`config.mk`:
```
export PLATFORM = sky130hd
export DESIGN_NAME = lbp_window
export DESIGN_NICKNAME = d
export VERILOG_FILES = /design/src/design/lbp_pkg.sv /design/src/design/lbp_window.sv
export SDC_FILE = /design/constraint.sdc
export NUM_CORES = 1
export LEC_CHECK = 0
export BUFFER_PORTS_ARGS = -buffer_cell sky130_fd_sc_hd__buf_2
export CAP_MARGIN = 15
export CORE_MARGIN = 5
export CORE_UTILIZATION = 25
export DETAILED_ROUTE_END_ITERATION = 6
export SYNTH_ARGS = -nofsm -noshare
export SYNTH_HDL_FRONTEND = slang
export SYNTH_SLANG_ARGS = --single-unit
```
`constraint.sdc`:
```
create_clock -name clock -period 2 [get_ports clock]
set_input_delay 0 -clock clock [delete_from_list [all_inputs] [get_ports clock]]
set_output_delay 0 -clock clock [all_outputs]
set_load 0.05 [all_outputs]
```
`src/design/lbp_pkg.sv`:
```
// ----------------------------------------------------------------------------
// lbp_pkg: shared types and constants for the 3x3 local binary pattern block
// Field widths, configuration register indexes and the position record that
// the scan counters hand to the pipeline.
// ----------------------------------------------------------------------------
package lbp_pkg;

   localparam int PIXEL_W = 8;
   localparam int CODE_W  = 8;
   localparam int POS_W   = 10;
   localparam int CFG_W   = 11;
   localparam int CSR_IDX_W = 1;

   // Configuration register indexes.
   localparam logic [CSR_IDX_W-1:0] CSR_FRAME_WIDTH  = 1'b0;
   localparam logic [CSR_IDX_W-1:0] CSR_FRAME_HEIGHT = 1'b1;

   localparam logic [CFG_W-1:0] FRAME_WIDTH_RESET  = 11'd640;
   localparam logic [CFG_W-1:0] FRAME_HEIGHT_RESET = 11'd480;
   localparam logic [CFG_W-1:0] MIN_DIM            = 11'd3;
   localparam logic [CFG_W-1:0] MAX_HEIGHT         = 11'd1024;

   typedef logic [PIXEL_W-1:0] pixel_type;
   typedef logic [CODE_W-1:0]  code_type;
   typedef logic [POS_W-1:0]   pos_type;

   // Where the incoming pixel sits, as seen by the output stage.
   typedef struct packed {
      logic    has_code;
      logic    frame_end;
      pos_type centre_row;
      pos_type centre_column;
   } scan_pos_type;

endpackage

```
`src/design/lbp_window.sv`:
```
// ----------------------------------------------------------------------------
// lbp_window: 3x3 window and pattern compare
// Shifts a new column into the window and codes the window that results.
// ----------------------------------------------------------------------------
module lbp_window
   import lbp_pkg::*;
(
   input  logic      clock,
   input  logic      reset,
   input  logic      shift_en,
   input  pixel_type top_px,
   input  pixel_type mid_px,
   input  pixel_type bot_px,
   output code_type  code_next
);

   pixel_type win_ff [9];
   pixel_type win_in [9];
   pixel_type centre;

   always_comb begin
      win_in[0] = win_ff[1];
      win_in[1] = win_ff[2];
      win_in[2] = top_px;
      win_in[3] = win_ff[4];
      win_in[4] = win_ff[5];
      win_in[5] = mid_px;
      win_in[6] = win_ff[7];
      win_in[7] = win_ff[8];
      win_in[8] = bot_px;
   end

   // Neighbours row by row from the top left; the centre is skipped.
   assign centre = win_in[4];
   assign code_next = {win_in[0] >= centre, win_in[1] >= centre,
                       win_in[2] >= centre, win_in[3] >= centre,
                       win_in[5] >= centre, win_in[6] >= centre,
                       win_in[7] >= centre, win_in[8] >= centre};

   always_ff @(posedge clock) begin
      if (reset) begin
         for (int i = 0; i < 9; i++) begin
            win_ff[i] <= '0;
         end
      end else if (shift_en) begin
         for (int i = 0; i < 9; i++) begin
            win_ff[i] <= win_in[i];
         end
      end
   end

endmodule

```
Word level (Yosys, flattened, before mapping)

Memory sizes are Yosys's and may differ from the RTL's.
Cells that the tools add are included.

Magnitude comparators: 8
Mux-type cells: 14
Bitwise logic cells: 9

Operators by type and width:

| kind                              | number |
|---|---|
| 2-to-1 mux 8 bit                  | 9 |
| greater-or-equal comparator 8 bit | 8 |
| OR 1 bit                          | 9 |
| 2-to-1 mux 1 bit                  | 5 |

Bits in registers: 0
RAM bits: 72
Output and inout bits: 8
Word-level logic and storage cells: 32
Memories kept: 1

Memory list:

| memory | depth | bits a word | rd ports | clocked after Yosys merged registers in | write ports | line             | text |
|---|---|---|---|---|---|---|---|
| win_ff | 9     | 8           | 6        | 0                                       | 9           | lbp_window.sv:17 | `pixel_type win_ff [9];` |

Logic depth before layout (Yosys ltp)

Gate-level depths: netlist of run 1.

Word-level depth: 4
Depth in mapped cells: 5
Gate-level depth less buffers: 5

Worst setup path before layout of run 1

OpenSTA, ideal clock, no wires.

Path kind: register to output
Start point: memory win_ff[5][7] (netlist bit)
End point: output code_next[2]
Arrival: 1.712 ns
Data required time: 2.000 ns
Setup slack: 0.288 ns
Stages on the path, launching flop included: 6
Cell sequence: edfxtp_1 inv_1 ha_1 and3_1 nand3_1 o21ai_1

RTL lines:

| element            | line             | text |
|---|---|---|
| start: declaration | lbp_window.sv:17 |  |
| end: declaration   | lbp_window.sv:14 | `output code_type code_next` |

==> impl_metrics.csv, run 1 <==
group,metric,value,unit
outcome,status,"finished clean",
logic_synthesis,synth_edf_count,48,
finish,regArea,1440,sq um
sta,worst_slew_pin_slew,0.591,ns
logic_synthesis,ys_types,16,
cts,cts.clk_slew.worst_paths,0.06,ns
pwr,peakVddDrop,347,uV
setup_path,path_max_fanout,5,
cts,numCtsBuffers,5,
cts,hold_buffers,0,
cts,insertion_delay,0.28,ns
flow_run,cap_viol_max_count,0,
place,gp_congestion,0.746,
setup_path,worst-path-stages,7,
finish,layout-drive-gt1-share,26.2,%
setup_path,arrival,1.92,ns
sta,hold_viol,0,
drt,wl_per_cell,12.7,um
sta,relSlewSlack,60.6,%
pwr,power_density,728,nW/um^2
die,rows,41,
global_routing,antenna_found_initial,0,
pwr,p_leak,1.83,nW
drt,routed-via-count,1998,
global_routing,grt_max_degree,49,
logic_synthesis,netlist_instances,254,
finish,design_area,4020,sq um
die,start_util,25.3,%
setup_path,critPathBufInv,3,
drt,dr.first_iter.drc_count,61,
sta,finClkSkew,0.00143,ns
setup_path,timing.rr.start,"win_ff[5][0]",
logic_synthesis,ys_warn_count,0,
die,io_pins,35,
place,placed_cell_area,3570,sq um
drt,first_pass_iters,4,
logic_synthesis,ys_seq_area_share,45.5,%
drt,routed_wirelength,6070,um
drt,drc_errors,0,
logic_synthesis,ys.flop_type,"edfxtp_1",
logic_synthesis,syn_area_per_cell,12.5,sq um
logic_synthesis,synth_xor_area_share,0,%
finish,reg_top3,"win_ff x48",
logic_synthesis,synth_area_leader_cell,"edfxtp_1",
logic_synthesis,synthArstFlopShare,0,%
finish,largest_register_ffs,48,
logic_synthesis,synth.area.top_cells,"edfxtp_1 45%, ha_1 25%, and2_1 9.5%",
finish,multiInputGateArea,1790,sq um
logic_synthesis,synth_seq_cells,48,
place,portBuffers,34,
drt,vias_per_cell,4.19,
setup_path,cpLargestDelayFamily,"compound AO/OA/AOI/OAI gates",
finish,nets,395,
setup_path,cp_data_required_time,2.00,ns
cts,cts_tree,"built",
drt,antenna_left,0,
sta,rsz0062_at_grt,"yes",
finish,regMostFlops,"win_ff",
min_path,hp-class,"in -> reg",
die,coreArea,12500,sq um
setup_path,cpMaxStageDelayCell,"edfxtp_1",
logic_synthesis,synth_compound_area_share,11.5,%
die,dieHeight,123,um
global_routing,grt_pass1_vias,1993,
finish,area_delta_synth_final,27.0,%
setup_path,critical_path.startpoint,"win_ff[5][6]",
global_routing,grt_overflow,0,
place,pre_cts_slack,0.172,ns
cts,cts_htree_levels,2,
setup_path,crit_path_cell_trace,"clkinvlp_4, buf_8, ha_4, a21o_1, a221oi_2, o21ai_2, buf_6",
setup_path,cpPeakStageDelay,0.42,ns
logic_synthesis,synth_top_family_by_area,"adder cells",
logic_synthesis,synth_top_cells_by_count,"64 x ha_1, 48 x and2_1, 48 x edfxtp_1",
sta,fin_ws,0.0762,ns
setup_path,worstSetupEndpoint,"code_next[3]",
cts,clockBufferDepth,2,
die,die_area,15000,sq um
logic_synthesis,yosysMostFrequentCell,"ha_1",
setup_path,crit_type,"reg -> out",
setup_path,r2r_setup_slack,1.06,ns
sta,fin_crit,1.92,ns
logic_synthesis,synthMuxAreaShare,0,%
logic_synthesis,synth.net_count,345,
place,hpwl,4560,um
sta,finalCritPeriodShare,96.2,%
global_routing,track_usage,8.57,%
global_routing,grt_pass1_wl,9860,um
finish,num-fill-cells,1271,
logic_synthesis,yosysTopAreaCellShare,45.5,%
sta,whs,0.00857,ns
setup_path,r2r_cells,2,
setup_path,timing.rr.end,"win_ff[4][0]",
logic_synthesis,synthAdderAreaFrac,25.3,%
logic_synthesis,netlist_area,3170,sq um
cts,cts-root-buf,"clkbuf_16",
sta,timing.fmax,520,MHz
sta,setup_violations,0,
logic_synthesis,yosys.area_share.simple,14.5,%
setup_path,startpoint_type,"flop",
cts,cts_num_sinks,48,
sta,finalMaxSlewViolations,0,
finish,diodes,0,
die,die_width,123,um
setup_path,crit_path_end_kind,"primary output",
[logic make-up (layout without fill, tap and decap cells)]
kind of cell / Yosys count / count (layout)
AOI/OAI and AO/OA: 48 / 48
adders and majority gates: 64 / 64
buffers and inverters: 20 / 71
DFF: 48 / 48
and+or+nand+nor: 74 / 74
[report_power, final]
group / internal (mW) / total [mW] / switching [mW]
Sequential: 1.19 / 1.22 / 0.0325
Clock: 0.581 / 0.914 / 0.334
Combinational: 0.355 / 0.792 / 0.437
Total: 2.13 / 2.93 / 0.803
[area by class of cell]
| cell class | instances | share of cell area, % |
|---|---|---|
| Multi-Input combinational cell | 186 | 44.4 |
| Sequential cell | 48 | 35.8 |
| Timing Repair Buffer | 48 | 8.77 |
| Tap cell | 172 | 5.35 |
| Clock buffer | 5 | 3.11 |
| Inverter | 15 | 1.59 |
| Clock inverter | 3 | 0.933 |
[layout by cell type (no fill, tap or decap), types with 3 or more instances in the layout]
cell       synthesis  layout
and2_1            48      48
inv_1             15      13
nand2b_1           8       8
buf_4              0      10
a221oi_2           4       8
ha_4               0       9
buf_6              3      10
a31oi_1            8       7
o21ai_1            8       5
ha_1              64      55
and3_1             8       7
edfxtp_1          48      48
nand3_1            8       8
a21o_1            24      24
buf_2              0      26
clkbuf_16          0       5
o21ai_2            0       3
[timing repair]
| item | CTS | global route |
|---|---|---|
| gates cloned | 0 | 0 |
| pin swaps | 1 | 9 |
| setup endpoints to repair | 8 | 8 |
| buffers inserted | 4 | 2 |
| resized for setup | 21 | 19 |
[worst min-delay path by stage]
stage / start / endpoint / slack, ns / cells after the start
floorplan: top_px[0] / win_ff[2][0] / 0.20 / 1
global placement: bot_px[0] / win_ff[8][0] / 0.30 / 2
detailed placement: top_px[6] / win_ff[2][6] / 0.30 / 2
CTS: top_px[6] / win_ff[2][6] / 0.005 / 2
global route: bot_px[0] / win_ff[8][0] / 0.01 / 2
finish: bot_px[0] / win_ff[8][0] / 0.009 / 2
[stage by stage]
stage | setup TNS (ns) | std cells | total power, mW | utilization (%)
detailed placement | 0 | 463 | 1.91 | 28.5
global placement | 0 | 463 | 1.89 | 28.5
global route | -0.0313 | 477 | 3.11 | 32.1
CTS | 0 | 475 | 2.90 | 31.0
floorplan | 0 | 254 | 1.71 | -
finish | 0 | 477 | 2.93 | 32.1
[per-layer routing]
layer,GRT usage [%],vias to the layer above,wire length [um]
met3,2.26,2,261
li1,-,1047,-
met2,12.5,33,2630
met1,12.3,916,3130
met5,0,-,0
met4,2.73,0,44
Note: power is estimated with default switching activity, not from simulation.
==> run 2: changes to the inputs <==
- clock period: 2 -> 2.2 ns (I/O delays scaled with it)
==> impl_metrics.csv, run 2 (synthesis results as in run 1) <==
group,metric,value,unit
drt,dr.first_iter.drc_count,43,
die,die_area,15000,sq um
pwr,p_switching,717,uW
place,dp.cells,457,
flow_run,cap_viol_max_count,0,
place,portBuffers,34,
pwr,p_leak,1.74,nW
place,placed_cell_area,3520,sq um
finish,utilization,29.6,%
finish,area_delta_synth_final,17.1,%
finish,nets,386,
sta,finalCritPeriodShare,94.1,%
min_path,hp-class,"in -> reg",
cts,cts_tree,"built",
global_routing,grt_pass1_wl,9980,um
sta,rsz0062_at_grt,"yes",
pwr,finalPower,2.45,mW
global_routing,grt_overflow,0,
finish,diodes,0,
sta,hold_viol,0,
global_routing,grt_pass1_vias,2018,
drt,vias_per_cell,4.28,
cts,numCtsBuffers,5,
global_routing,antenna_found_initial,0,
place,hpwl,4740,um
pwr,p_clk_share,30.0,%
outcome,status,"finished clean",
finish,final_common_cell,"ha_1",
drt,first_pass_iters,4,
sta,setup_tns,0,ns
sta,setup_violations,0,
setup_path,crit_type,"reg -> out",
pwr,p_int,1.73,mW
drt,drc_errors,0,
drt,routed-via-count,2001,
sta,finalMaxSlewViolations,0,
drt,wl_per_cell,13.6,um
setup_path,crit_path_end_kind,"primary output",
pwr,comb_power_share,24.5,%
sta,worst_slew_pin_slew,0.835,ns
place,pre_cts_slack,0.367,ns
die,io_pins,35,
finish,largest_register_ffs,48,
die,rows,41,
pwr,power.share.sequential,45.5,%
finish,reg_top3,"win_ff x48",
pwr,peakVddDrop,289,uV
finish,regMostFlops,"win_ff",
setup_path,startpoint_type,"flop",
die,coreArea,12500,sq um
sta,fin_ws,0.129,ns
place,gp_congestion,0.770,
sta,finClkSkew,0.00203,ns
cts,cts-root-buf,"clkbuf_16",
pwr,power_density,660,nW/um^2
sta,fin_crit,2.07,ns
sta,whs,0.00448,ns
die,die_width,123,um
setup_path,arrival,2.07,ns
setup_path,path_max_fanout,8,
global_routing,grt_max_degree,49,
die,dieHeight,123,um
cts,cts.clk_slew.worst_paths,0.06,ns
finish,design_area,3710,sq um
setup_path,cp_data_required_time,2.20,ns
cts,cts_num_sinks,48,
drt,antenna_left,0,
drt,routed_wirelength,6350,um
cts,clockBufferDepth,2,
global_routing,track_usage,8.79,%
sta,timing.fmax,483,MHz
cts,cts_htree_levels,2,
cts,insertion_delay,0.29,ns
finish,layout-drive-gt1-share,18.6,%
die,start_util,25.3,%
finish,final_cell_mix,"63 x ha_1, 48 x and2_1, 48 x edfxtp_1",
sta,relSlewSlack,44.2,%
pwr,netSwitchingFraction,29.3,%
finish,fin_cells,468,
run 2: critical path, cell delays in order, from the launching register on:
cell and delay, ns:
edfxtp_1 0.39, clkinvlp_4 0.23, ha_1 0.37, a21o_1 0.19
a221oi_2 0.26, o21ai_1 0.12, buf_2 0.23
run 2: worst paths after layout:
path | from | end | slack [ns] | cells past startpoint
setup / recovery | win_ff[5][6] | code_next[2] | 0.13 | 6
hold / removal | bot_px[0] | win_ff[8][0] | 0.004 | 2
setup reg to reg | win_ff[5][0] | win_ff[4][0] | 1.13 | 1
hold reg to reg | win_ff[8][0] | win_ff[7][0] | 0.55 | 1
run 2: final cells by class:
class	count	area [sq um]
clock buffers	5	125
clock inverters	3	13.8
fillers	1318	8810
inverters	15	63.8
multi-input cells	186	1640
flip-flops and latches	48	1440
well taps	172	215
repair buffers	39	210
run 2: layer usage:
| metal | vias to the layer above | GRT usage, % | routed length (um) |
|---|---|---|---|
| met3 | 8 | 2.40 | 232 |
| met2 | 32 | 13.5 | 2790 |
| met5 | - | 0 | 0 |
| met4 | 0 | 3.01 | 90 |
| li1 | 1027 | - | - |
| met1 | 934 | 11.9 | 3230 |
run 2: what timing repair did:
action	CTS	global route
endpoints found under the setup margin	0	7
gates resized for setup	0	4
setup buffers	0	3
hold buffers	0	0
run 2: power by group through the flow:
stage	clock (mW)	combinational [mW]	sequential [mW]
6_report	0.734	0.599	1.11
3_5_place_dp	0	0.597	1.13
2_1_floorplan	0	0.437	1.12
3_3_place_gp	0	0.577	1.13
4_1_cts	0.750	0.600	1.11
5_1_grt	0.784	0.676	1.12
==> run 3: changes to the inputs <==
- SETUP_SLACK_MARGIN: default -> 0.5
==> impl_metrics.csv, run 3 (synthesis results as in run 1) <==
group,metric,value,unit
place,portBuffers,34,
drt,vias_per_cell,4.47,
outcome,status,"finished clean",
finish,nets,395,
cts,cts_num_sinks,48,
global_routing,track_usage,10.1,%
finish,reg_top3,"win_ff x48",
setup_path,crit_type,"reg -> out",
global_routing,grt_pass1_vias,2306,
sta,finClkSkew,0.00164,ns
setup_path,arrival,1.92,ns
flow_run,cap_viol_max_count,0,
finish,final_cell_mix,"48 x and2_1, 48 x edfxtp_1, 36 x ha_4",
finish,area_delta_synth_final,40.8,%
cts,clockBufferDepth,2,
sta,relSlewSlack,43.7,%
setup_path,cp_data_required_time,2.20,ns
sta,finalCritPeriodShare,87.4,%
finish,largest_register_ffs,48,
setup_path,crit_path_cell_trace,"clkinvlp_4, buf_8, ha_4, a21o_1, a221oi_2, o21ai_2, buf_6",
cts,cts_tree,"built",
die,die_area,15000,sq um
setup_path,cpPeakStageDelay,0.38,ns
finish,layout-drive-gt1-share,41.0,%
sta,fin_crit,1.92,ns
setup_path,path_max_fanout,5,
setup_path,crit_path_end_kind,"primary output",
cts,cts-root-buf,"clkbuf_16",
setup_path,startpoint_type,"flop",
drt,dr.first_iter.drc_count,74,
cts,insertion_delay,0.28,ns
pwr,finalPower,2.74,mW
cts,cts.clk_slew.worst_paths,0.06,ns
die,io_pins,35,
die,dieHeight,123,um
pwr,peakVddDrop,307,uV
place,gp_congestion,0.736,
min_path,hp-start,"top_px[0]",
die,die_width,123,um
pwr,power_density,614,nW/um^2
die,start_util,25.3,%
sta,setup_violations,0,
setup_path,timing.rr.start,"win_ff[5][0]",
global_routing,grt_overflow,0,
finish,regMostFlops,"win_ff",
drt,routed-via-count,2133,
cts,cts_htree_levels,2,
sta,timing.fmax,520,MHz
place,hpwl,4740,um
sta,setup_tns,0,ns
drt,first_pass_iters,4,
finish,fin_cells,477,
setup_path,cpMaxStageDelayCell,"edfxtp_1",
cts,numCtsBuffers,5,
place,dp.cells,456,
sta,rsz0062_at_grt,"yes",
die,coreArea,12500,sq um
setup_path,critical_path.startpoint,"win_ff[5][6]",
global_routing,antenna_found_initial,0,
sta,worst_slew_pin_slew,0.843,ns
cts,hold_buffers,0,
drt,antenna_left,0,
sta,finalMaxSlewViolations,0,
drt,wl_per_cell,15.1,um
drt,routed_wirelength,7230,um
die,rows,41,
setup_path,r2r_cells,2,
pwr,p_leak,1.81,nW
finish,diodes,0,
sta,hold_viol,0,
global_routing,grt_max_degree,49,
min_path,holdPathStages,2,
min_path,hp-class,"in -> reg",
drt,drc_errors,0,
global_routing,grt_pass1_wl,11700,um
## run 3: changes by cell type in the layout (fill, tap and decap cells not counted), sizes merged
cell / change
clkinvlp: +4
clkbuf: +1
clkinv: -2
buf: +10
inv: -4
## run 3: metrics by stage
step	utilization [%]	worst slack, ns	instance area [sq um]	hold slack [ns]
final	35.6	0.278	4460	0.00592
after floorplan	-	0.517	3180	0.198
after detailed placement	28.2	0.374	3530	0.298
after CTS	35.2	0.315	4410	0.00222
after global routing	35.6	0.196	4460	0.0129
after global placement	28.2	0.416	3530	0.302
## run 3: final timing paths
kind	to	slack, ns
worst max-delay path	code_next[1]	0.28
worst min register to register	win_ff[7][0]	0.55
worst min-delay path	win_ff[2][0]	0.006
worst max register to register	win_ff[4][0]	1.26
## run 3: layout make-up
type / instances / area (sq um)
clock buffers: 7 / 133
clock inverters: 1 / 3.75
fillers: 1242 / 8060
inverters: 15 / 78.8
multi-input cells: 186 / 2210
flip-flops and latches: 48 / 1440
well taps: 172 / 215
repair buffers: 48 / 384
## run 3: routing by layer
layer / part of all wire [%] / GRT usage, % / vias up
li1: - / - / 1053
met1: 46 / 12.8 / 1045
met2: 51 / 18.0 / 30
met3: 1.9 / 1.52 / 5
met4: 1.1 / 2.80 / 0
met5: 0 / 0 / -
## run 3: worst max-delay path: cells and delay by family, from the launching register on
family,cells,cell delay (ns)
DFF,1,0.38
buffers and inverters,3,0.44
AOI/OAI and AO/OA,3,0.57
adders and majority gates,1,0.24
## run 3: what timing repair did
action                                 in CTS  in global routing
setup endpoints to repair                   8                  8
endpoints found under the hold margin       0                  0
pin swaps                                  36                 10
setup buffers                              11                  2
gates resized for setup                    82                  6
## run 3: report_power, final
part	switching, mW	internal, mW
logic	0.463	0.424
registers	0.0459	1.08
clock network	0.304	0.418
