**src/design/lbp_pkg.sv**
```systemverilog
// ----------------------------------------------------------------------------
// lbp_pkg: shared types and constants for the 3x3 local binary pattern block
// Field widths, configuration register indexes and the position record that
// the scan counters hand to the pipeline.
// ----------------------------------------------------------------------------
package lbp_pkg;

   localparam int PIXEL_W = 8;
   localparam int CODE_W  = 8;
   localparam int POS_W   = 10;
   localparam int CFG_W   = 11;
   localparam int CSR_IDX_W = 1;

   // Configuration register indexes.
   localparam logic [CSR_IDX_W-1:0] CSR_FRAME_WIDTH  = 1'b0;
   localparam logic [CSR_IDX_W-1:0] CSR_FRAME_HEIGHT = 1'b1;

   localparam logic [CFG_W-1:0] FRAME_WIDTH_RESET  = 11'd640;
   localparam logic [CFG_W-1:0] FRAME_HEIGHT_RESET = 11'd480;
   localparam logic [CFG_W-1:0] MIN_DIM            = 11'd3;
   localparam logic [CFG_W-1:0] MAX_HEIGHT         = 11'd1024;

   typedef logic [PIXEL_W-1:0] pixel_type;
   typedef logic [CODE_W-1:0]  code_type;
   typedef logic [POS_W-1:0]   pos_type;

   // Where the incoming pixel sits, as seen by the output stage.
   typedef struct packed {
      logic    has_code;
      logic    frame_end;
      pos_type centre_row;
      pos_type centre_column;
   } scan_pos_type;

endpackage

```
**src/design/lbp_scan.sv**
```systemverilog
// ----------------------------------------------------------------------------
// lbp_scan: frame geometry registers and raster counters
// Holds the width and height registers, clamps them and tracks the column
// and row of the next pixel.
// ----------------------------------------------------------------------------
module lbp_scan
   import lbp_pkg::*;
#(
   parameter int MAX_WIDTH = 1024,
   parameter int CW        = 10
) (
   input  logic                 clock,
   input  logic                 reset,
   input  logic                 csr_wr_en,
   input  logic [CSR_IDX_W-1:0] csr_index,
   input  logic [CFG_W-1:0]     csr_wdata,
   input  logic                 advance,
   output logic [CW-1:0]        column,
   output scan_pos_type         pos
);

   localparam int WW = ((CW > CFG_W) ? CW : CFG_W) + 1;

   logic [CFG_W-1:0] frame_width_ff;
   logic [CFG_W-1:0] frame_height_ff;
   logic [CW-1:0]    col_ff;
   logic [CW-1:0]    col_in;
   pos_type          row_ff;
   pos_type          row_in;
   logic [WW-1:0]    fw_ext;
   logic [WW-1:0]    width_eff;
   logic [CFG_W-1:0] height_eff;
   logic             last_col;
   logic             last_row;
   logic [CW-1:0]    col_m1;

   always_ff @(posedge clock) begin
      if (reset) begin
         frame_width_ff  <= FRAME_WIDTH_RESET;
         frame_height_ff <= FRAME_HEIGHT_RESET;
      end else if (csr_wr_en) begin
         unique case (csr_index)
            CSR_FRAME_WIDTH:  frame_width_ff  <= csr_wdata;
            CSR_FRAME_HEIGHT: frame_height_ff <= csr_wdata;
            default: ;
         endcase
      end
   end

   always_comb begin
      fw_ext = WW'(frame_width_ff);
      priority if (fw_ext < WW'(MIN_DIM)) begin
         width_eff = WW'(MIN_DIM);
      end else if (fw_ext > WW'(MAX_WIDTH)) begin
         width_eff = WW'(MAX_WIDTH);
      end else begin
         width_eff = fw_ext;
      end
      priority if (frame_height_ff < MIN_DIM) begin
         height_eff = MIN_DIM;
      end else if (frame_height_ff > MAX_HEIGHT) begin
         height_eff = MAX_HEIGHT;
      end else begin
         height_eff = frame_height_ff;
      end
   end

   // A counter at or past the last position wraps, so a narrower frame
   // written between frames takes effect cleanly.
   assign last_col = WW'(col_ff) >= (width_eff - WW'(1));
   assign last_row = CFG_W'(row_ff) >= (height_eff - CFG_W'(1));
   assign col_m1   = col_ff - CW'(1);

   always_comb begin
      col_in = col_ff;
      row_in = row_ff;
      if (advance) begin
         if (last_col) begin
            col_in = '0;
            row_in = last_row ? '0 : row_ff + POS_W'(1);
         end else begin
            col_in = col_ff + CW'(1);
         end
      end
   end

   always_ff @(posedge clock) begin
      if (reset) begin
         col_ff <= '0;
         row_ff <= '0;
      end else begin
         col_ff <= col_in;
         row_ff <= row_in;
      end
   end

   assign column            = col_ff;
   assign pos.has_code      = (row_ff >= POS_W'(2)) && (col_ff >= CW'(2));
   assign pos.frame_end     = last_col && last_row;
   assign pos.centre_row    = row_ff - POS_W'(1);
   assign pos.centre_column = POS_W'(col_m1);

endmodule

```
**config.mk**
```make
export PLATFORM = sky130hd
export DESIGN_NAME = lbp_scan
export DESIGN_NICKNAME = d
export VERILOG_FILES = /design/src/design/lbp_pkg.sv /design/src/design/lbp_scan.sv
export SDC_FILE = /design/constraint.sdc
export NUM_CORES = 1
export LEC_CHECK = 0
export BUFFER_PORTS_ARGS = -buffer_cell sky130_fd_sc_hd__buf_2
export CAP_MARGIN = 10
export CORE_MARGIN = 5
export CORE_UTILIZATION = 30
export CTS_CLUSTER_DIAMETER = 50
export DETAILED_ROUTE_END_ITERATION = 6
export GPL_TIMING_DRIVEN = 1
export PLACE_DENSITY = 0.49
export RECOVER_POWER = 100
export SYNTH_ARGS = -nofsm -noshare
export SYNTH_HDL_FRONTEND = slang
export SYNTH_SLANG_ARGS = --single-unit
```
**constraint.sdc**
```tcl
create_clock -name clock -period 4.7 [get_ports clock]
set_clock_uncertainty 0.15 [all_clocks]
set_input_delay 0.235 -clock clock [delete_from_list [all_inputs] [get_ports clock]]
set_output_delay 0.235 -clock clock [all_outputs]
set_load 0.01 [all_outputs]
```
# == Word-level counts from Yosys, hierarchy flattened ==
# Cells that the tools add are included.
# classes
addsub,6
n_lt_le_gt_ge,8
muxes,6
bitwise,1
reduce_logical,5
# ops
operator,n
2-to-1 mux 11 bit,4
"greater-than comparator 11 bit, second input constant",2
"less-than comparator 11 x 2 -> 1 bit, second input constant",2
"adder 10 x 1 -> 10 bit, second input constant",2
">= comparator 10 x 2 -> 1 bit, second input constant",2
2-to-1 mux 10 bit,2
"subtractor 10 x 1 -> 10 bit, second input constant",2
>= comparator 10 x 12 -> 1 bit,1
"subtractor 12 x 1 -> 12 bit, second input constant",1
>= comparator 10 x 11 -> 1 bit,1
"subtractor 11 x 1 -> 11 bit, second input constant",1
AND reduction 2 bit,3
logical AND 1 bit,2
NOT 1 bit,1
# totals
register_bits,42

# == Depth between registers and ports, before layout ==
# Gate-level depths: netlist (run 1).
# depth
depth_word,6
depth_mapped,18
mapped_depth_nobuf,15

# == Worst setup path after synthesis (run 1) ==
# No wires, ideal clock.
# synth_timing
path_type,reg2reg
start,reg frame_width_ff[2]
end,reg row_ff[2]
setup_ps,121
t_arrival_ps,3084
required_time_ps,4429
path_slack_ps,1346
path_stages_with_launch,17
path_buffers,1
period_less_slack_ps,3354
path_cell_list,dfxtp_1 nor4_4 nand2_2 a2111oi_4 a21oi_1 ha_1 clkbuf_2 nand2_1 or3_1 a32oi_1 ha_1 o21ai_0 nand2b_1 nand4_4 or2_2 o21bai_4 nor2_1
# synth_via
elab_chain_len,6
# synth_rtl
item,line_no,rtl
start: declaration,lbp_scan.sv:24,logic [CFG_W-1:0] frame_width_ff;
start signal: assignment,lbp_scan.sv:43,CSR_FRAME_WIDTH: frame_width_ff <= csr_wdata;
greater-than comparator 11 bit,lbp_scan.sv:54,end else if (fw_ext > WW'(MAX_WIDTH)) begin
2-to-1 mux 11 bit,lbp_scan.sv:54,
2-to-1 mux 11 bit (*),lbp_scan.sv:52,priority if (fw_ext < WW'(MIN_DIM)) begin
subtractor 12 x 1 -> 12 bit (*),lbp_scan.sv:70,assign last_col = WW'(col_ff) >= (width_eff - WW'(1));
>= comparator 10 x 12 -> 1 bit (*),lbp_scan.sv:70,
AND reduction 2 bit (no line) (*),--,
end signal: assignment,lbp_scan.sv:93,row_ff <= row_in;
end: declaration,lbp_scan.sv:28,pos_type row_ff;
# Mark *: on every way between the ends. The rest lies on a longest branch, timed or not.
# A chain may end at the register's enable or synchronous reset.

==> results of run 1 <==
-- through the flow --
stage	power, W	std cells	setup slack [ns]	instance area [sq um]	utilization [%]
6_report	0.000789	559	0.426	3370	34.3
2_1_floorplan	0.000514	394	1.35	3030	-
4_1_cts	0.000803	559	0.398	3430	34.9
3_3_place_gp	0.000566	551	0.764	3340	34.0
5_1_grt	0.000846	559	0.0636	3370	34.3
3_5_place_dp	0.000566	551	0.618	3340	34.0
-- worst max-delay path, stage by stage, from the launching register on --
cell       delay [ns]
dfxtp_1          0.37
nor4_4           0.39
nand2_2          0.12
a2111oi_4        0.41
a21oi_1          0.12
ha_1             0.31
nand2_1          0.11
or3_1            0.10
a32oi_1          0.10
ha_1             0.22
nor3_1           0.18
o21ai_0          0.11
a21oi_1          0.62
nand4b_1         0.25
nor2_1           0.06
clkbuf_1         0.13
-- layout by cell type (no fill, tap or decap), drive strengths merged, types with 2 or more instances in the layout --
master  instances
ha             28
nor2           24
nor2b           7
xnor2          15
a32oi           3
a211oi          5
o21ai           9
a31oi           2
xor2           19
dfxtp          42
nor3           30
nand2b          7
nand3          12
o21a            4
nand2          74
or2             2
nor4            9
or4             2
a21o            3
or3             3
and3            2
clkbuf         39
buf            15
nand3b          8
a21oi          31
inv             9
nand4           6
-- final cells by class --
type	instances	area [sq um]	share of cell area, %
inverters	9	33.8	1.00
flip-flops and latches	42	841	24.9
clock buffers	7	86.3	2.56
repair buffers	47	195	5.79
multi-input cells	320	2040	60.6
clock inverters	1	5.00	0.148
well taps	133	166	4.94
-- worst max-delay path by stage --
stage	from	end	slack, ns	cells past startpoint
6_report	frame_width_ff[2]	pos[20]	0.43	15
5_1_grt	frame_width_ff[2]	pos[20]	0.06	14
4_1_cts	frame_width_ff[2]	pos[20]	0.40	15
3_5_place_dp	frame_width_ff[2]	row_ff[0]	0.62	15
3_3_place_gp	frame_width_ff[2]	row_ff[1]	0.76	13
2_1_floorplan	frame_width_ff[2]	row_ff[2]	1.35	16
-- power groups by stage --
stage               clock network [W]  logic [W]  registers [W]
detailed placement                  0   0.000170       0.000397
finish                       0.000236   0.000165       0.000388
floorplan                           0   0.000126       0.000389
global route                 0.000265   0.000189       0.000391
CTS                          0.000243   0.000171       0.000388
global placement                    0   0.000169       0.000397
-- state kept, by name, summed over array words and instances, names as in the netlist --
name	flops
column	10
frame_height_ff	11
row_ff	10
frame_width_ff	11
-- routing by layer --
metal / vias up / global-route usage [%] / share of wire (%)
met5: - / 0 / 0
met3: 12 / 2.63 / 3.1
li1: 1447 / - / -
met1: 1284 / 16.3 / 46
met4: 0 / 4.19 / 2.0
met2: 61 / 21.8 / 49
-- kinds of logic (layout without fill, tap and decap cells) --
kind of cell    after synthesis  after routing  synth area share (%)
flops                        42             42                  27.8
fa+ha+maj                    28             28                  11.6
compound gates               66             66                  14.4
xor+xnor                     34             34                  9.83
buf+inv                      32             64                  4.21
simple gates                191            191                  31.9
mux                           1              1                 0.330
==> impl_metrics.json, run 1 <==
{
  "r2r_start": "frame_width_ff[2]",
  "post-synth-top-count-cell": "nand2_1",
  "die_width_um": 110,
  "overflow": 0,
  "finalCritPeriodShare_pct": 90.9,
  "fin_setup_tns_ns": 0,
  "post-cts-setup-buffers": 0,
  "n_antenna_cell": 0,
  "layout_min_cycle_time_ns": 4.27,
  "rsz0062_at_grt": "false",
  "yosys-top-cells-count": "73 x nand2_1, 42 x dfxtp_1, 30 x a21oi_1",
  "arrival_ns": 3.89,
  "setup_viol_count_final": 0,
  "layout.nets": 469,
  "switching_share_pct": 29.9,
  "cellLeakagePower_nw": 1.32,
  "cts.sinks": 42,
  "dieArea_sq_um": 12200,
  "power_switching_w": 0.000236,
  "avgSynthCellArea_sq_um": 7.69,
  "yosys.area.top_type": "dfxtp_1",
  "drtPass1Iterations": 4,
  "ios": 48,
  "worst_ep_required_time_ns": 4.32,
  "hold_viol_final": 0,
  "hpwl_mm": 6.01,
  "async_flop_share_pct": 0,
  "clkSlewWorstSetupHoldPaths_ns": 0.07,
  "placementRows": 36,
  "ys_warn_count": 0,
  "worst_slew_pin_slew_ns": 1.45,
  "min_path_cells": 3,
  "start_util_pct": 30.8,
  "p_int_w": 0.000553,
  "worstHoldEndpoint": "frame_width_ff[9]",
  "hold_slack_ns": 0.0351,
  "syn_area_sq_um": 3030,
  "fillers": 1088,
  "via_per_inst": 5.02,
  "grt_pass1_wl_mm": 13.5,
  "min_path_type": "in2reg",
  "drc": 0,
  "cts_buffers": 5,
  "netlist.area_leader.share_pct": 27.8,
  "routed_wl_mm": 7.83,
  "power.density_nw_per_um2": 234,
  "antenna_found_initial": 0,
  "wl_per_cell_um": 14.0,
  "synth_nets": 438,
  "cts_resized": 0,
  "grt_use_total_pct": 12.9,
  "cts_hold_buf": 0,
  "syn2layout_area_growth_pct": 11.3,
  "crit_type": "reg2out",
  "synth_flop_cell": "dfxtp_1",
  "yosys.cell_types.count": 51,
  "p_clk_share_pct": 29.9,
  "start_kind": "flip-flop",
  "r2r_setup_slack_ns": 0.60,
  "synth.area.top_cells": "dfxtp_1 28%, ha_1 12%, nand2_1 9.0%",
  "timing.slew.headroom_pct": 3.15,
  "slew_viol_final": 0,
  "syn-instance-count": 394,
  "rr_worst_depth": 15,
  "io_buffers": 47,
  "seq_power_share_pct": 49.2,
  "vias": 2804,
  "min_from": "csr_wdata[9]",
  "clock_insertion_delay_worst_skew_ns": 0.29,
  "seq_area_frac_synth_pct": 27.8,
  "place_congestion": 0.789,
  "grt_max_degree": 36,
  "ys_ff_latch": 42,
  "worst_r2r_endpoint": "row_ff[0]",
  "cts.htree.levels": 2,
  "drtAntennaViolNets": 0,
  "status": "finished clean",
  "combPwrFrac_pct": 20.9,
  "drt_first_iter_violations": 122,
  "grt_pass1_vias": 2715,
  "drv_cap": 0,
  "drive_above_1_share_pct": 7.51,
  "cts_tree": "built",
  "crit_fanout": 11,
  "fmax_mhz": 234,
  "vdd_drop_max_mv": 0.119,
  "core_area_sq_um": 9820,
  "synth_edf_count": 0,
  "die_h_um": 110,
  "clockBufferDepth": 2,
  "end_kind": "output port",
  "cts_root_buffer": "clkbuf_8"
}
Note: power is estimated with default switching activity, not from simulation.
==> run 2: changes to the inputs <==
Settings changed: RECOVER_POWER 100 to 50.
==> run 2 against run 1 <==
Compared with the run above:
- flip-flop and latch count stayed put
- core utilization is 0.38 points higher
- maximum frequency hardly changed
- worst hold slack hardly changed
- cell count stayed put
- first-iteration DRC count is 3.3% lower
- non-clock buffer count stayed put
- count of clock-buffer cells in the layout stayed put
- worst setup slack worse by 0.0034 ns
- critical path type unchanged
==> impl_metrics.json, run 2 (same netlist as run 1, synthesis figures left out) <==
{
  "clock_insertion_delay_worst_skew_ns": 0.29,
  "switching_share_pct": 29.6,
  "start_kind": "flip-flop",
  "min_path_cells": 3,
  "grt_max_degree": 36,
  "cts_tree": "built",
  "io_buffers": 47,
  "placementRows": 36,
  "crit_slowest_cell": "a21oi_1",
  "grt_pass1_vias": 2715,
  "hold_slack_ns": 0.0355,
  "drt_first_iter_violations": 118,
  "crit_buf_inv": 1,
  "seq_power_share_pct": 49.1,
  "p_clk_share_pct": 29.7,
  "crit_fanout": 11,
  "start_util_pct": 30.8,
  "min_path_type": "in2reg",
  "crit_chain": "nor4_4 > nand2_2 > a2111oi_4 > a21oi_1 > ha_1 > nand2_1 > or3_1 > a32oi_1 > ha_1 > nor3_1 > o21ai_0 > a21oi_1 > nand4b_1 > nor2_1 > buf_2",
  "status": "finished clean",
  "die_width_um": 110,
  "setup_viol_count_final": 0,
  "critical_path_depth": 15,
  "cts.htree.levels": 2,
  "drtPass1Iterations": 4,
  "reg.largest.list": "frame_height_ff: 11 flops, frame_width_ff: 11 flops",
  "p_total_w": 0.000792,
  "vdd_drop_max_mv": 0.119,
  "core_area_sq_um": 9820,
  "p_int_w": 0.000557,
  "routed_wl_mm": 7.79,
  "worst_ep_required_time_ns": 4.32,
  "end_kind": "output port",
  "cts_root_buffer": "clkbuf_8",
  "layout.nets": 469,
  "drv_cap": 0,
  "arrival_ns": 3.89,
  "fin_ws_ns": 0.422,
  "grt_pass1_wl_mm": 13.5,
  "vias": 2777,
  "syn2layout_area_growth_pct": 12.5,
  "drtAntennaViolNets": 0,
  "via_per_inst": 4.97,
  "hold_viol_final": 0,
  "hpwl_mm": 6.01,
  "post-cts-setup-buffers": 0,
  "fmax_mhz": 234,
  "grt_use_total_pct": 12.9,
  "fillers": 1078,
  "layout_commonest_cell": "nand2_1",
  "cts.sinks": 42,
  "n_antenna_cell": 0,
  "ios": 48,
  "timing.slew.headroom_pct": 2.93,
  "clockBufferDepth": 2,
  "fin_setup_tns_ns": 0,
  "combPwrFrac_pct": 21.2,
  "final_cell_mix": "73 x nand2_1, 42 x dfxtp_1, 31 x buf_2",
  "finalCritPeriodShare_pct": 91.0,
  "slew_viol_final": 0,
  "crit_type": "reg2out",
  "rr_worst_depth": 15,
  "overflow": 0,
  "cts_buffers": 5,
  "slowest_delay_ns": 0.61,
  "power_switching_w": 0.000234,
  "worst_slew_pin_slew_ns": 1.46,
  "power.density_nw_per_um2": 232,
  "drc": 0,
  "rsz0062_at_grt": "false",
  "layout_min_cycle_time_ns": 4.28,
  "place_congestion": 0.789,
  "drive_above_1_share_pct": 11.7,
  "place_ws_ns": 0.618,
  "cts_resized": 0,
  "cellLeakagePower_nw": 1.36,
  "dieArea_sq_um": 12200,
  "antenna_found_initial": 0,
  "cts_hold_buf": 0,
  "cpLargestDelayFamily": "compound AO/OA/AOI/OAI gates",
  "die_h_um": 110,
  "wl_per_cell_um": 13.9,
  "clkSlewWorstSetupHoldPaths_ns": 0.07
}
-- run 2: cell types whose count changed in the layout (fill, tap and decap cells not counted), sizes merged --
cell and delta:
clkbuf -16, buf +16
-- run 2: final timing paths --
path	slack [ns]	from	end
hold / removal	0.04	csr_wdata[9]	frame_width_ff[9]
hold reg to reg	0.35	frame_height_ff[4]	frame_height_ff[4]
setup / recovery	0.42	frame_width_ff[2]	pos[20]
setup reg to reg	0.60	frame_width_ff[2]	row_ff[0]
-- run 2: power by group through the flow --
stage	Sequential (W)	Combinational (W)	Clock [W]
floorplan	0.000389	0.000126	0
global placement	0.000397	0.000169	0
detailed placement	0.000397	0.000170	0
CTS	0.000388	0.000171	0.000243
global route	0.000391	0.000193	0.000265
finish	0.000388	0.000168	0.000235
-- run 2: metrics by stage --
step / area, sq um / util, % / std cells
6_report: 3410 / 34.7 / 559
4_1_cts: 3430 / 34.9 / 559
5_1_grt: 3410 / 34.7 / 559
3_3_place_gp: 3340 / 34.0 / 551
3_5_place_dp: 3340 / 34.0 / 551
2_1_floorplan: 3030 / - / 394
-- run 2: worst register-to-register path, cell delays in order, from the launching register on --
cell and delay, ns:
dfxtp_1 0.37, nor4_4 0.39, nand2_2 0.12, a2111oi_4 0.41, a21oi_1 0.12, ha_1 0.31
nand2_1 0.11, or3_1 0.10, a32oi_1 0.10, ha_1 0.22, nor3_1 0.18, o21ai_0 0.11
a21oi_1 0.61, nor2_1 0.38, nand3_1 0.17, a21oi_1 0.07
-- run 2: layer usage --
layer	part of all wire, %	up-vias	global-route usage (%)
met1	46	1269	16.3
met2	49	52	21.8
li1	-	1443	-
met3	3.2	13	2.63
met4	2.0	0	4.19
met5	0	-	0
-- run 2: layout make-up --
type / instances / area, sq um / area share [%]
clock buffers: 7 / 86.3 / 2.53
flip-flops and latches: 42 / 841 / 24.7
clock inverters: 1 / 5.00 / 0.147
repair buffers: 47 / 215 / 6.31
multi-input cells: 320 / 2060 / 60.5
inverters: 9 / 33.8 / 0.991
well taps: 133 / 166 / 4.88
==> run 3: changes to the inputs <==
Clock period 4.7 ns to 5.3 ns, I/O delays scaled along.
==> run 3 against run 2 <==
Compared with the run above:
- via count shrank 0.76%
- flip-flop and latch count is the same
- worst setup slack gained 0.58 ns
- first-iteration DRC count shrank 19%
- power shrank 13%
- clock power shrank 17%
- count of clock-buffer cells in the layout is the same
- die area is the same
- worst hold slack gained 0.030 ns
- register-to-register slack gained 0.63 ns
- highest routed layer unchanged
==> impl_metrics.json, run 3 (same netlist as run 1, synthesis figures left out) <==
{
  "drtPass1Iterations": 4,
  "placementRows": 36,
  "crit_slowest_cell": "a21oi_1",
  "antenna_found_initial": 0,
  "place_congestion": 0.820,
  "layout.cells.non_filler": 558,
  "crit_chain": "nor4_4 > nand2_2 > a2111oi_4 > a21oi_1 > ha_1 > xnor2_1 > ha_1 > a211oi_1 > o21ai_0 > a21oi_1 > nand4b_1 > nor2_1 > buf_2",
  "die_width_um": 110,
  "hpwl_mm": 6.10,
  "drv_cap": 0,
  "layout_min_cycle_time_ns": 4.29,
  "place_ws_ns": 1.15,
  "crit_buf_inv": 1,
  "n_antenna_cell": 0,
  "timing.slew.headroom_pct": 48.1,
  "crit_fanout": 11,
  "drc": 0,
  "seq_power_share_pct": 50.1,
  "end_kind": "output port",
  "fin_setup_tns_ns": 0,
  "clockBufferDepth": 2,
  "grt_use_total_pct": 13.0,
  "routed-wl-met3_um": 217,
  "drive_above_1_share_pct": 11.1,
  "min_path_type": "in2reg",
  "cts_root_buffer": "clkbuf_8",
  "cts_tree": "built",
  "vias": 2756,
  "slew_viol_final": 0,
  "grt_pass1_wl_mm": 13.6,
  "vdd_drop_max_mv": 0.0822,
  "ios": 48,
  "drtAntennaViolNets": 0,
  "via_per_inst": 4.94,
  "switching_share_pct": 30.4,
  "worst_ep_required_time_ns": 4.89,
  "cts_resized": 0,
  "p_total_w": 0.000689,
  "cts.htree.levels": 2,
  "clkSlewWorstSetupHoldPaths_ns": 0.07,
  "slowest_delay_ns": 0.62,
  "status": "finished clean",
  "drt_first_iter_violations": 96,
  "power_switching_w": 0.000209,
  "reg.largest.list": "frame_height_ff: 11 flops, frame_width_ff: 11 flops",
  "fin_ws_ns": 1.01,
  "clock_insertion_delay_worst_skew_ns": 0.29,
  "fin_util_pct": 34.5,
  "routed_wl_mm": 7.82,
  "top_layer": "met4",
  "p_int_w": 0.000479,
  "final_cell_mix": "73 x nand2_1, 42 x dfxtp_1, 30 x a21oi_1, 30 x buf_2, 29 x nor3_1",
  "cts.sinks": 42,
  "cpLargestDelayFamily": "compound AO/OA/AOI/OAI gates",
  "io_buffers": 47,
  "worst_slew_pin_slew_ns": 0.779,
  "fmax_mhz": 233,
  "setup_viol_count_final": 0,
  "wl_per_cell_um": 14.0,
  "arrival_ns": 3.88,
  "wirelength_met1_mm": 3.61,
  "grt_pass1_vias": 2786,
  "p_clk_share_pct": 28.4,
  "crit_type": "reg2out",
  "dp_cells": 551,
  "power.density_nw_per_um2": 203,
  "layout_commonest_cell": "nand2_1",
  "start_kind": "flip-flop",
  "grt_max_degree": 36,
  "cts_hold_buf": 0,
  "finalCritPeriodShare_pct": 81.0,
  "start_util_pct": 30.8,
  "combPwrFrac_pct": 21.5,
  "wl_met2_mm": 3.87,
  "die_h_um": 110,
  "cellLeakagePower_nw": 1.35,
  "dieArea_sq_um": 12200,
  "post-cts-setup-buffers": 0,
  "cts_buffers": 5,
  "overflow": 0,
  "layout.nets": 469,
  "hold_viol_final": 0,
  "core_area_sq_um": 9820,
  "rsz0062_at_grt": "false",
  "syn2layout_area_growth_pct": 12.0
}
[run 3: cell count changes in the layout (fill, tap and decap cells not counted), sizes merged]
cell | previous run | this run
buf | 31 | 30
clkbuf | 23 | 24
clkinv | 1 | 0
[run 3: stage by stage]
step / instance area [sq um] / hold slack [ns]
after floorplan: 3030 / 0.236
after global placement: 3340 / 0.334
after detailed placement: 3340 / 0.333
after CTS: 3410 / 0.0605
after global routing: 3390 / 0.0718
final: 3390 / 0.0654
[run 3: layer usage]
metal  track usage (%)  vias up
met3              2.19       13
met5                 0        -
met1              16.7     1264
met4              4.27        0
met2              22.0       42
li1                  -     1437
[run 3: path summary, 6_finish.rpt]
check / startpoint / end / slack (ns) / cells after the start
min reg2reg: frame_height_ff[4] / frame_height_ff[4] / 0.34 / 2
max reg2reg: frame_width_ff[2] / row_ff[1] / 1.23 / 13
max: frame_width_ff[2] / pos[20] / 1.01 / 13
min: csr_wdata[7] / frame_width_ff[7] / 0.07 / 3
[run 3: cell type report]
type / count / area [sq um]
Fill cell: 1107 / 6430
Multi-Input combinational cell: 320 / 2060
Sequential cell: 42 / 841
Timing Repair Buffer: 47 / 214
Tap cell: 133 / 166
Clock buffer: 7 / 76.3
Inverter: 9 / 33.8
[run 3: worst register-to-register path, cell delays in order, from the launching register on]
cell	delay, ns
dfxtp_1	0.37
nor4_4	0.38
nand2_2	0.12
a2111oi_4	0.41
a21oi_1	0.12
ha_1	0.31
xnor2_1	0.17
ha_1	0.29
a211oi_1	0.23
o21ai_0	0.13
a21oi_1	0.63
nor2_1	0.38
nand3_1	0.18
a21oi_1	0.07
[run 3: power groups by stage]
stage	combinational (W)	sequential, W	clock, W
2_1_floorplan	0.000112	0.000345	0
3_3_place_gp	0.000149	0.000352	0
3_5_place_dp	0.000151	0.000352	0
4_1_cts	0.000152	0.000345	0.000203
5_1_grt	0.000171	0.000347	0.000213
6_report	0.000148	0.000345	0.000196
